$ cat src/fcw_pkg.sv
// fcw_pkg: shared widths, codes and types for the fat12 chain walker
// no dependencies
`default_nettype none
package fcw_pkg;

  localparam int ADDR_W = 13;
  localparam int DATA_W = 8;
  localparam int CL_W   = 12;
  localparam int KIND_W = 2;

  localparam int TABLE_BYTES_DEF = 8192;
  localparam int MAX_CHAIN_DEF   = 64;

  localparam logic CMD_WRITE  = 1'b0;
  localparam logic CMD_FOLLOW = 1'b1;

  localparam logic [CL_W-1:0] CL_MIN  = 12'h002;
  localparam logic [CL_W-1:0] CL_MAX  = 12'hFEF;
  localparam logic [CL_W-1:0] EOC_MIN = 12'hFF8;

  localparam logic [KIND_W-1:0] KIND_EOC = 2'd0;
  localparam logic [KIND_W-1:0] KIND_BAD = 2'd1;
  localparam logic [KIND_W-1:0] KIND_CAP = 2'd2;

  typedef struct packed {
    logic              we;
    logic [ADDR_W-1:0] waddr;
    logic [DATA_W-1:0] wdata;
    logic              re;
    logic [ADDR_W-1:0] raddr;
  } mem_req_t;

  // byte offset of entry n: n + n/2
  function automatic logic [ADDR_W-1:0] entry_off(input logic [CL_W-1:0] n);
    entry_off = {1'b0, n} + {2'b00, n[CL_W-1:1]};
  endfunction

endpackage
`default_nettype wire

$ cat src/fcw_walker.sv
// fcw_walker: request decode and chain sequencer, two table reads per link
// depends on fcw_pkg; drives fcw_table through a mem_req_t
`default_nettype none
module fcw_walker #(
  parameter int MAX_CHAIN = fcw_pkg::MAX_CHAIN_DEF
) (
  input  wire logic                      clk_i,
  input  wire logic                      rst_ni,
  input  wire logic                      start_i,
  input  wire logic                      cmd_i,
  input  wire logic [fcw_pkg::ADDR_W-1:0] byte_addr_i,
  input  wire logic [fcw_pkg::DATA_W-1:0] byte_value_i,
  input  wire logic [fcw_pkg::CL_W-1:0]   start_cluster_i,
  output logic                           busy_o,
  output logic                           strobe_o,
  output logic [fcw_pkg::CL_W-1:0]        cluster_o,
  output logic                           last_o,
  output logic [fcw_pkg::KIND_W-1:0]      end_kind_o,
  output fcw_pkg::mem_req_t              req_o,
  input  wire logic [fcw_pkg::DATA_W-1:0] rdata_i
);
  import fcw_pkg::*;

  localparam int CW = $clog2(MAX_CHAIN);

  typedef enum logic [1:0] {
    S_IDLE,
    S_RD_HI,
    S_EVAL
  } state_e;

  state_e            state_q;
  logic [CL_W-1:0]   cur_q;
  logic [ADDR_W-1:0] off_q;
  logic [DATA_W-1:0] lo_q;
  logic [CW-1:0]     count_q;
  logic              strobe_q;
  logic [CL_W-1:0]   cluster_q;
  logic              last_q;
  logic [KIND_W-1:0] kind_q;

  logic [CL_W-1:0]   entry;
  logic              cont;
  logic              go_on;
  logic              accept;

  assign accept = start_i && (state_q == S_IDLE);
  assign entry  = cur_q[0] ? {rdata_i, lo_q[7:4]} : {rdata_i[3:0], lo_q};
  assign cont   = (entry >= CL_MIN) && (entry <= CL_MAX);
  assign go_on  = cont && (count_q != CW'(MAX_CHAIN - 1));

  always_comb begin
    req_o = '0;
    unique case (state_q)
      S_IDLE: begin
        if (accept && cmd_i == CMD_WRITE) begin
          req_o.we    = 1'b1;
          req_o.waddr = byte_addr_i;
          req_o.wdata = byte_value_i;
        end else if (accept) begin
          req_o.re    = 1'b1;
          req_o.raddr = entry_off(start_cluster_i);
        end
      end
      S_RD_HI: begin
        req_o.re    = 1'b1;
        req_o.raddr = off_q + ADDR_W'(1);
      end
      S_EVAL: begin
        if (go_on) begin
          req_o.re    = 1'b1;
          req_o.raddr = entry_off(entry);
        end
      end
      default: req_o = '0;
    endcase
  end

  always_ff @(posedge clk_i or negedge rst_ni) begin
    if (!rst_ni) begin
      state_q   <= S_IDLE;
      cur_q     <= '0;
      off_q     <= '0;
      count_q   <= '0;
      strobe_q  <= 1'b0;
      cluster_q <= '0;
      last_q    <= 1'b0;
      kind_q    <= KIND_EOC;
      lo_q      <= '0;
    end else begin
      strobe_q <= 1'b0;
      unique case (state_q)
        S_IDLE: begin
          if (accept && cmd_i == CMD_FOLLOW) begin
            cur_q   <= start_cluster_i;
            off_q   <= entry_off(start_cluster_i);
            count_q <= '0;
            state_q <= S_RD_HI;
          end
        end
        S_RD_HI: begin
          lo_q    <= rdata_i;
          state_q <= S_EVAL;
        end
        S_EVAL: begin
          strobe_q  <= 1'b1;
          cluster_q <= cur_q;
          last_q    <= !go_on;
          if (go_on) begin
            kind_q  <= KIND_EOC;
            cur_q   <= entry;
            off_q   <= entry_off(entry);
            count_q <= count_q + CW'(1);
            state_q <= S_RD_HI;
          end else begin
            if (entry >= EOC_MIN) begin
              kind_q <= KIND_EOC;
            end else if (!cont) begin
              kind_q <= KIND_BAD;
            end else begin
              kind_q <= KIND_CAP;
            end
            state_q <= S_IDLE;
          end
        end
        default: state_q <= S_IDLE;
      endcase
    end
  end

  assign busy_o     = (state_q != S_IDLE);
  assign strobe_o   = strobe_q;
  assign cluster_o  = cluster_q;
  assign last_o     = last_q;
  assign end_kind_o = kind_q;

endmodule
`default_nettype wire

$ cat config.mk
export PLATFORM = sky130hd
export DESIGN_NAME = fcw_walker
export DESIGN_NICKNAME = d
export VERILOG_FILES = /design/src/fcw_pkg.sv /design/src/fcw_walker.sv
export SDC_FILE = /design/constraint.sdc
export NUM_CORES = 1
export LEC_CHECK = 0
export BUFFER_PORTS_ARGS = -buffer_cell sky130_fd_sc_hd__buf_2
export CORE_MARGIN = 2
export CORE_UTILIZATION = 40
export DETAILED_ROUTE_END_ITERATION = 10
export PLACE_DENSITY_LB_ADDON = 0.15
export SYNTH_ARGS = -nofsm -noshare
export SYNTH_HDL_FRONTEND = slang
export SYNTH_SLANG_ARGS = --single-unit
$ cat constraint.sdc
create_clock -name clk_i -period 7.9 [get_ports clk_i]
set_clock_uncertainty 0.15 [all_clocks]
set_input_delay 0.395 -clock clk_i [delete_from_list [all_inputs] [get_ports clk_i]]
set_output_delay 0.395 -clock clk_i [all_outputs]
set_load 0.005 [all_outputs]
==> reports/qor.yml <==
syn-instance-count: 532
yosys.area.top_type: "dfrtp_1"
drt_iter0_markers: 189
wl_per_cell_um: 16.49
layout_setup_ws_ns: 2.881
cts_max_level: 3
die_w_um: 107.7
grt_max_degree: 58
worstPathMaxFanout: 43
port_buffers: 97
gr-usage-all-layers_pct: 22.42
drive_gt1_share_pct: 19.11
synth_seq_area_share_pct: 33.13
detail-route-antenna-nets: 0
rr_endpoint: "off_q[8]"
finalSetupViolations: 0
synthTopCellsByArea: "dfrtp_1, ha_1, nand2_1"
nNetsFinal: 709
ys_types: 50
overflow: 0
vias: 4013
core_sq_um: 10370
peakVddDrop_mv: 0.1795
drt_pre_antenna_iters: 5
maxCapViolations: 0
cts.reportedPaths.clkPinSlew_ns: 0.08
yosysWarnings: 0
avgViaCountPerCell: 5.253
rr_startpoint: "cur_q[0]"
hp-class: "in2async"
drv_slew: 0
r2r_cells: 10
place_congestion: 0.9194
hold_viol: 0
status: "finished, final reports clean"
clk_latency_ns: 0.35
syn-num-nets: 618
powerDensity_nw_per_um2: 397.8
syn2layout_area_growth_pct: 18.77
dp_hpwl_um: 9568
antenna_found_initial: 0
final_core_util_pct: 49.31
hold_slack_ns: 0.03614
most-common-layout-cells: "nand2_1, buf_2, dfrtp_1, nor2_1, ha_1"
grt_pass1_wl_um: 20090
antennaDiodeCount: 0
cts_made_buffers: 9
start_util_pct: 41.52
synth-main-ff-cell: "dfrtp_1"
cts_root_buf: "clkbuf_8"
hold_buffers: 0
die_area_sq_um: 11610
cts_tree: "built"
synth_area_sq_um: 4305
leakage_uw: 0.002621
stdcell_area_sq_um: 5114
regToRegSetupSlack_ns: 3.72
min_period_ns: 5.019
fmax_mhz: 199.2
route.detailed.drc: 0
grt_pass1_vias: 3953
period_share_pct: 63.53
path_class: "reg2out"
arrival_ns: 4.47
post_cts_buffers: 0
synth_top_area_share_pct: 33.13
required_ns: 7.36
final_common_cell: "nand2_1"
postSynthAreaPerCell_sq_um: 8.093
place_area_sq_um: 4887
crit_path_end_kind: "primary output"
start_kind: "flip-flop"
dp_slack_ns: 3.318
setup_tns_ns: 0
cts_resized: 0
io_pins: 98
synth_edf_count: 0
finalWirelength_um: 12600
cts.path.max_buffers: 2
clkSinkCount: 57
rows: 37
ys_ff_latch: 57
rsz0062_at_grt: "no"
worst_pin_slew_ns: 1.055
die_y_um: 107.7
relSlewSlack_pct: 29.51
async_flop_share_pct: 100.0
## logic make-up (layout without fill, tap and decap cells)
group,Yosys count,after routing,share of synthesized area [%]
AO/OA/AOI/OAI,124,124,18.34
XOR/XNOR,28,28,5.696
adder cells (fa/ha/maj),41,41,12.26
buffers and inverters,43,139,4.214
flip-flops,57,57,33.13
multiplexers,12,12,3.081
AND/OR/NAND/NOR,227,227,23.28
## layout make-up
| class | instances | area [sq um] |
|---|---|---|
| Clock buffer | 9 | 123.9 |
| Clock inverter | 7 | 102.6 |
| Fill cell | 1054 | 5256 |
| Inverter | 24 | 90.09 |
| Multi-Input combinational cell | 432 | 2700 |
| Sequential cell | 57 | 1426 |
| Tap cell | 136 | 170.2 |
| Timing Repair Buffer | 99 | 500.5 |
## state kept, by name, summed over array words and instances (netlist names)
| register | count |
|---|---|
| count_q | 6 |
| strobe_o | 1 |
| cluster_o | 12 |
| end_kind_o | 2 |
| off_q | 13 |
| lo_q | 8 |
| state_q | 2 |
| cur_q | 12 |
| last_o | 1 |
## metrics by stage
| step | std cells | total power, uW |
|---|---|---|
| after floorplan | 532 | 1342 |
| after global placement | 748 | 1682 |
| after global routing | 764 | 2216 |
| final | 764 | 2034 |
| after detailed placement | 748 | 1705 |
| after CTS | 764 | 2036 |
## power by group
| part | internal (uW) | switching [uW] | leakage (uW) |
|---|---|---|---|
| Sequential | 416 | 104 | 0.000719 |
| Combinational | 468 | 723 | 0.00179 |
| Clock | 180 | 144 | 0.000110 |
## per-layer routing
metal | routed length [um] | vias to the layer above | GRT usage [%] | share of wire, %
li1 | - | 2013 | - | -
met1 | 5737 | 1870 | 29.79 | 46
met2 | 6084 | 115 | 36.79 | 48
met3 | 547 | 15 | 5.024 | 4.3
met4 | 228 | 0 | 5.861 | 1.8
met5 | 0 | - | 0 | 0
## critical path, stage by stage, from the launching register on
cell	delay, ns
dfrtp_1	0.82
mux2i_1	0.63
inv_1	0.15
ha_1	0.28
and3_1	0.20
a2bb2oi_1	0.16
o211a_1	0.21
a21oi_4	0.85
inv_2	0.27
nand3_1	0.20
o221ai_1	0.16
buf_2	0.18
## synth_stat cells (5+ instances only)
cell,number
xnor2_1,23
nand3_1,16
mux2i_1,11
nor3_1,7
and2_1,23
and3_1,5
o221ai_1,6
nand2b_1,7
clkbuf_1,10
a21oi_1,34
o21ai_0,38
dfrtp_1,57
nor2_1,43
xor2_1,5
a22oi_1,6
o211ai_1,7
inv_1,21
nand2_1,115
ha_1,39
## worst max-delay path by stage
| stage | start | end | slack (ns) | cells past startpoint |
|---|---|---|---|---|
| 3_3_place_gp | cur_q[0] | req_o[8] | 3.45 | 11 |
| 4_1_cts | cur_q[0] | req_o[8] | 2.92 | 11 |
| 2_1_floorplan | cur_q[0] | req_o[7] | 4.56 | 10 |
| 6_report | cur_q[0] | req_o[8] | 2.88 | 11 |
| 3_5_place_dp | cur_q[0] | req_o[8] | 3.32 | 11 |
| 5_1_grt | cur_q[0] | req_o[8] | 2.50 | 11 |
No activity file was read; power rests on OpenSTA's default activity.
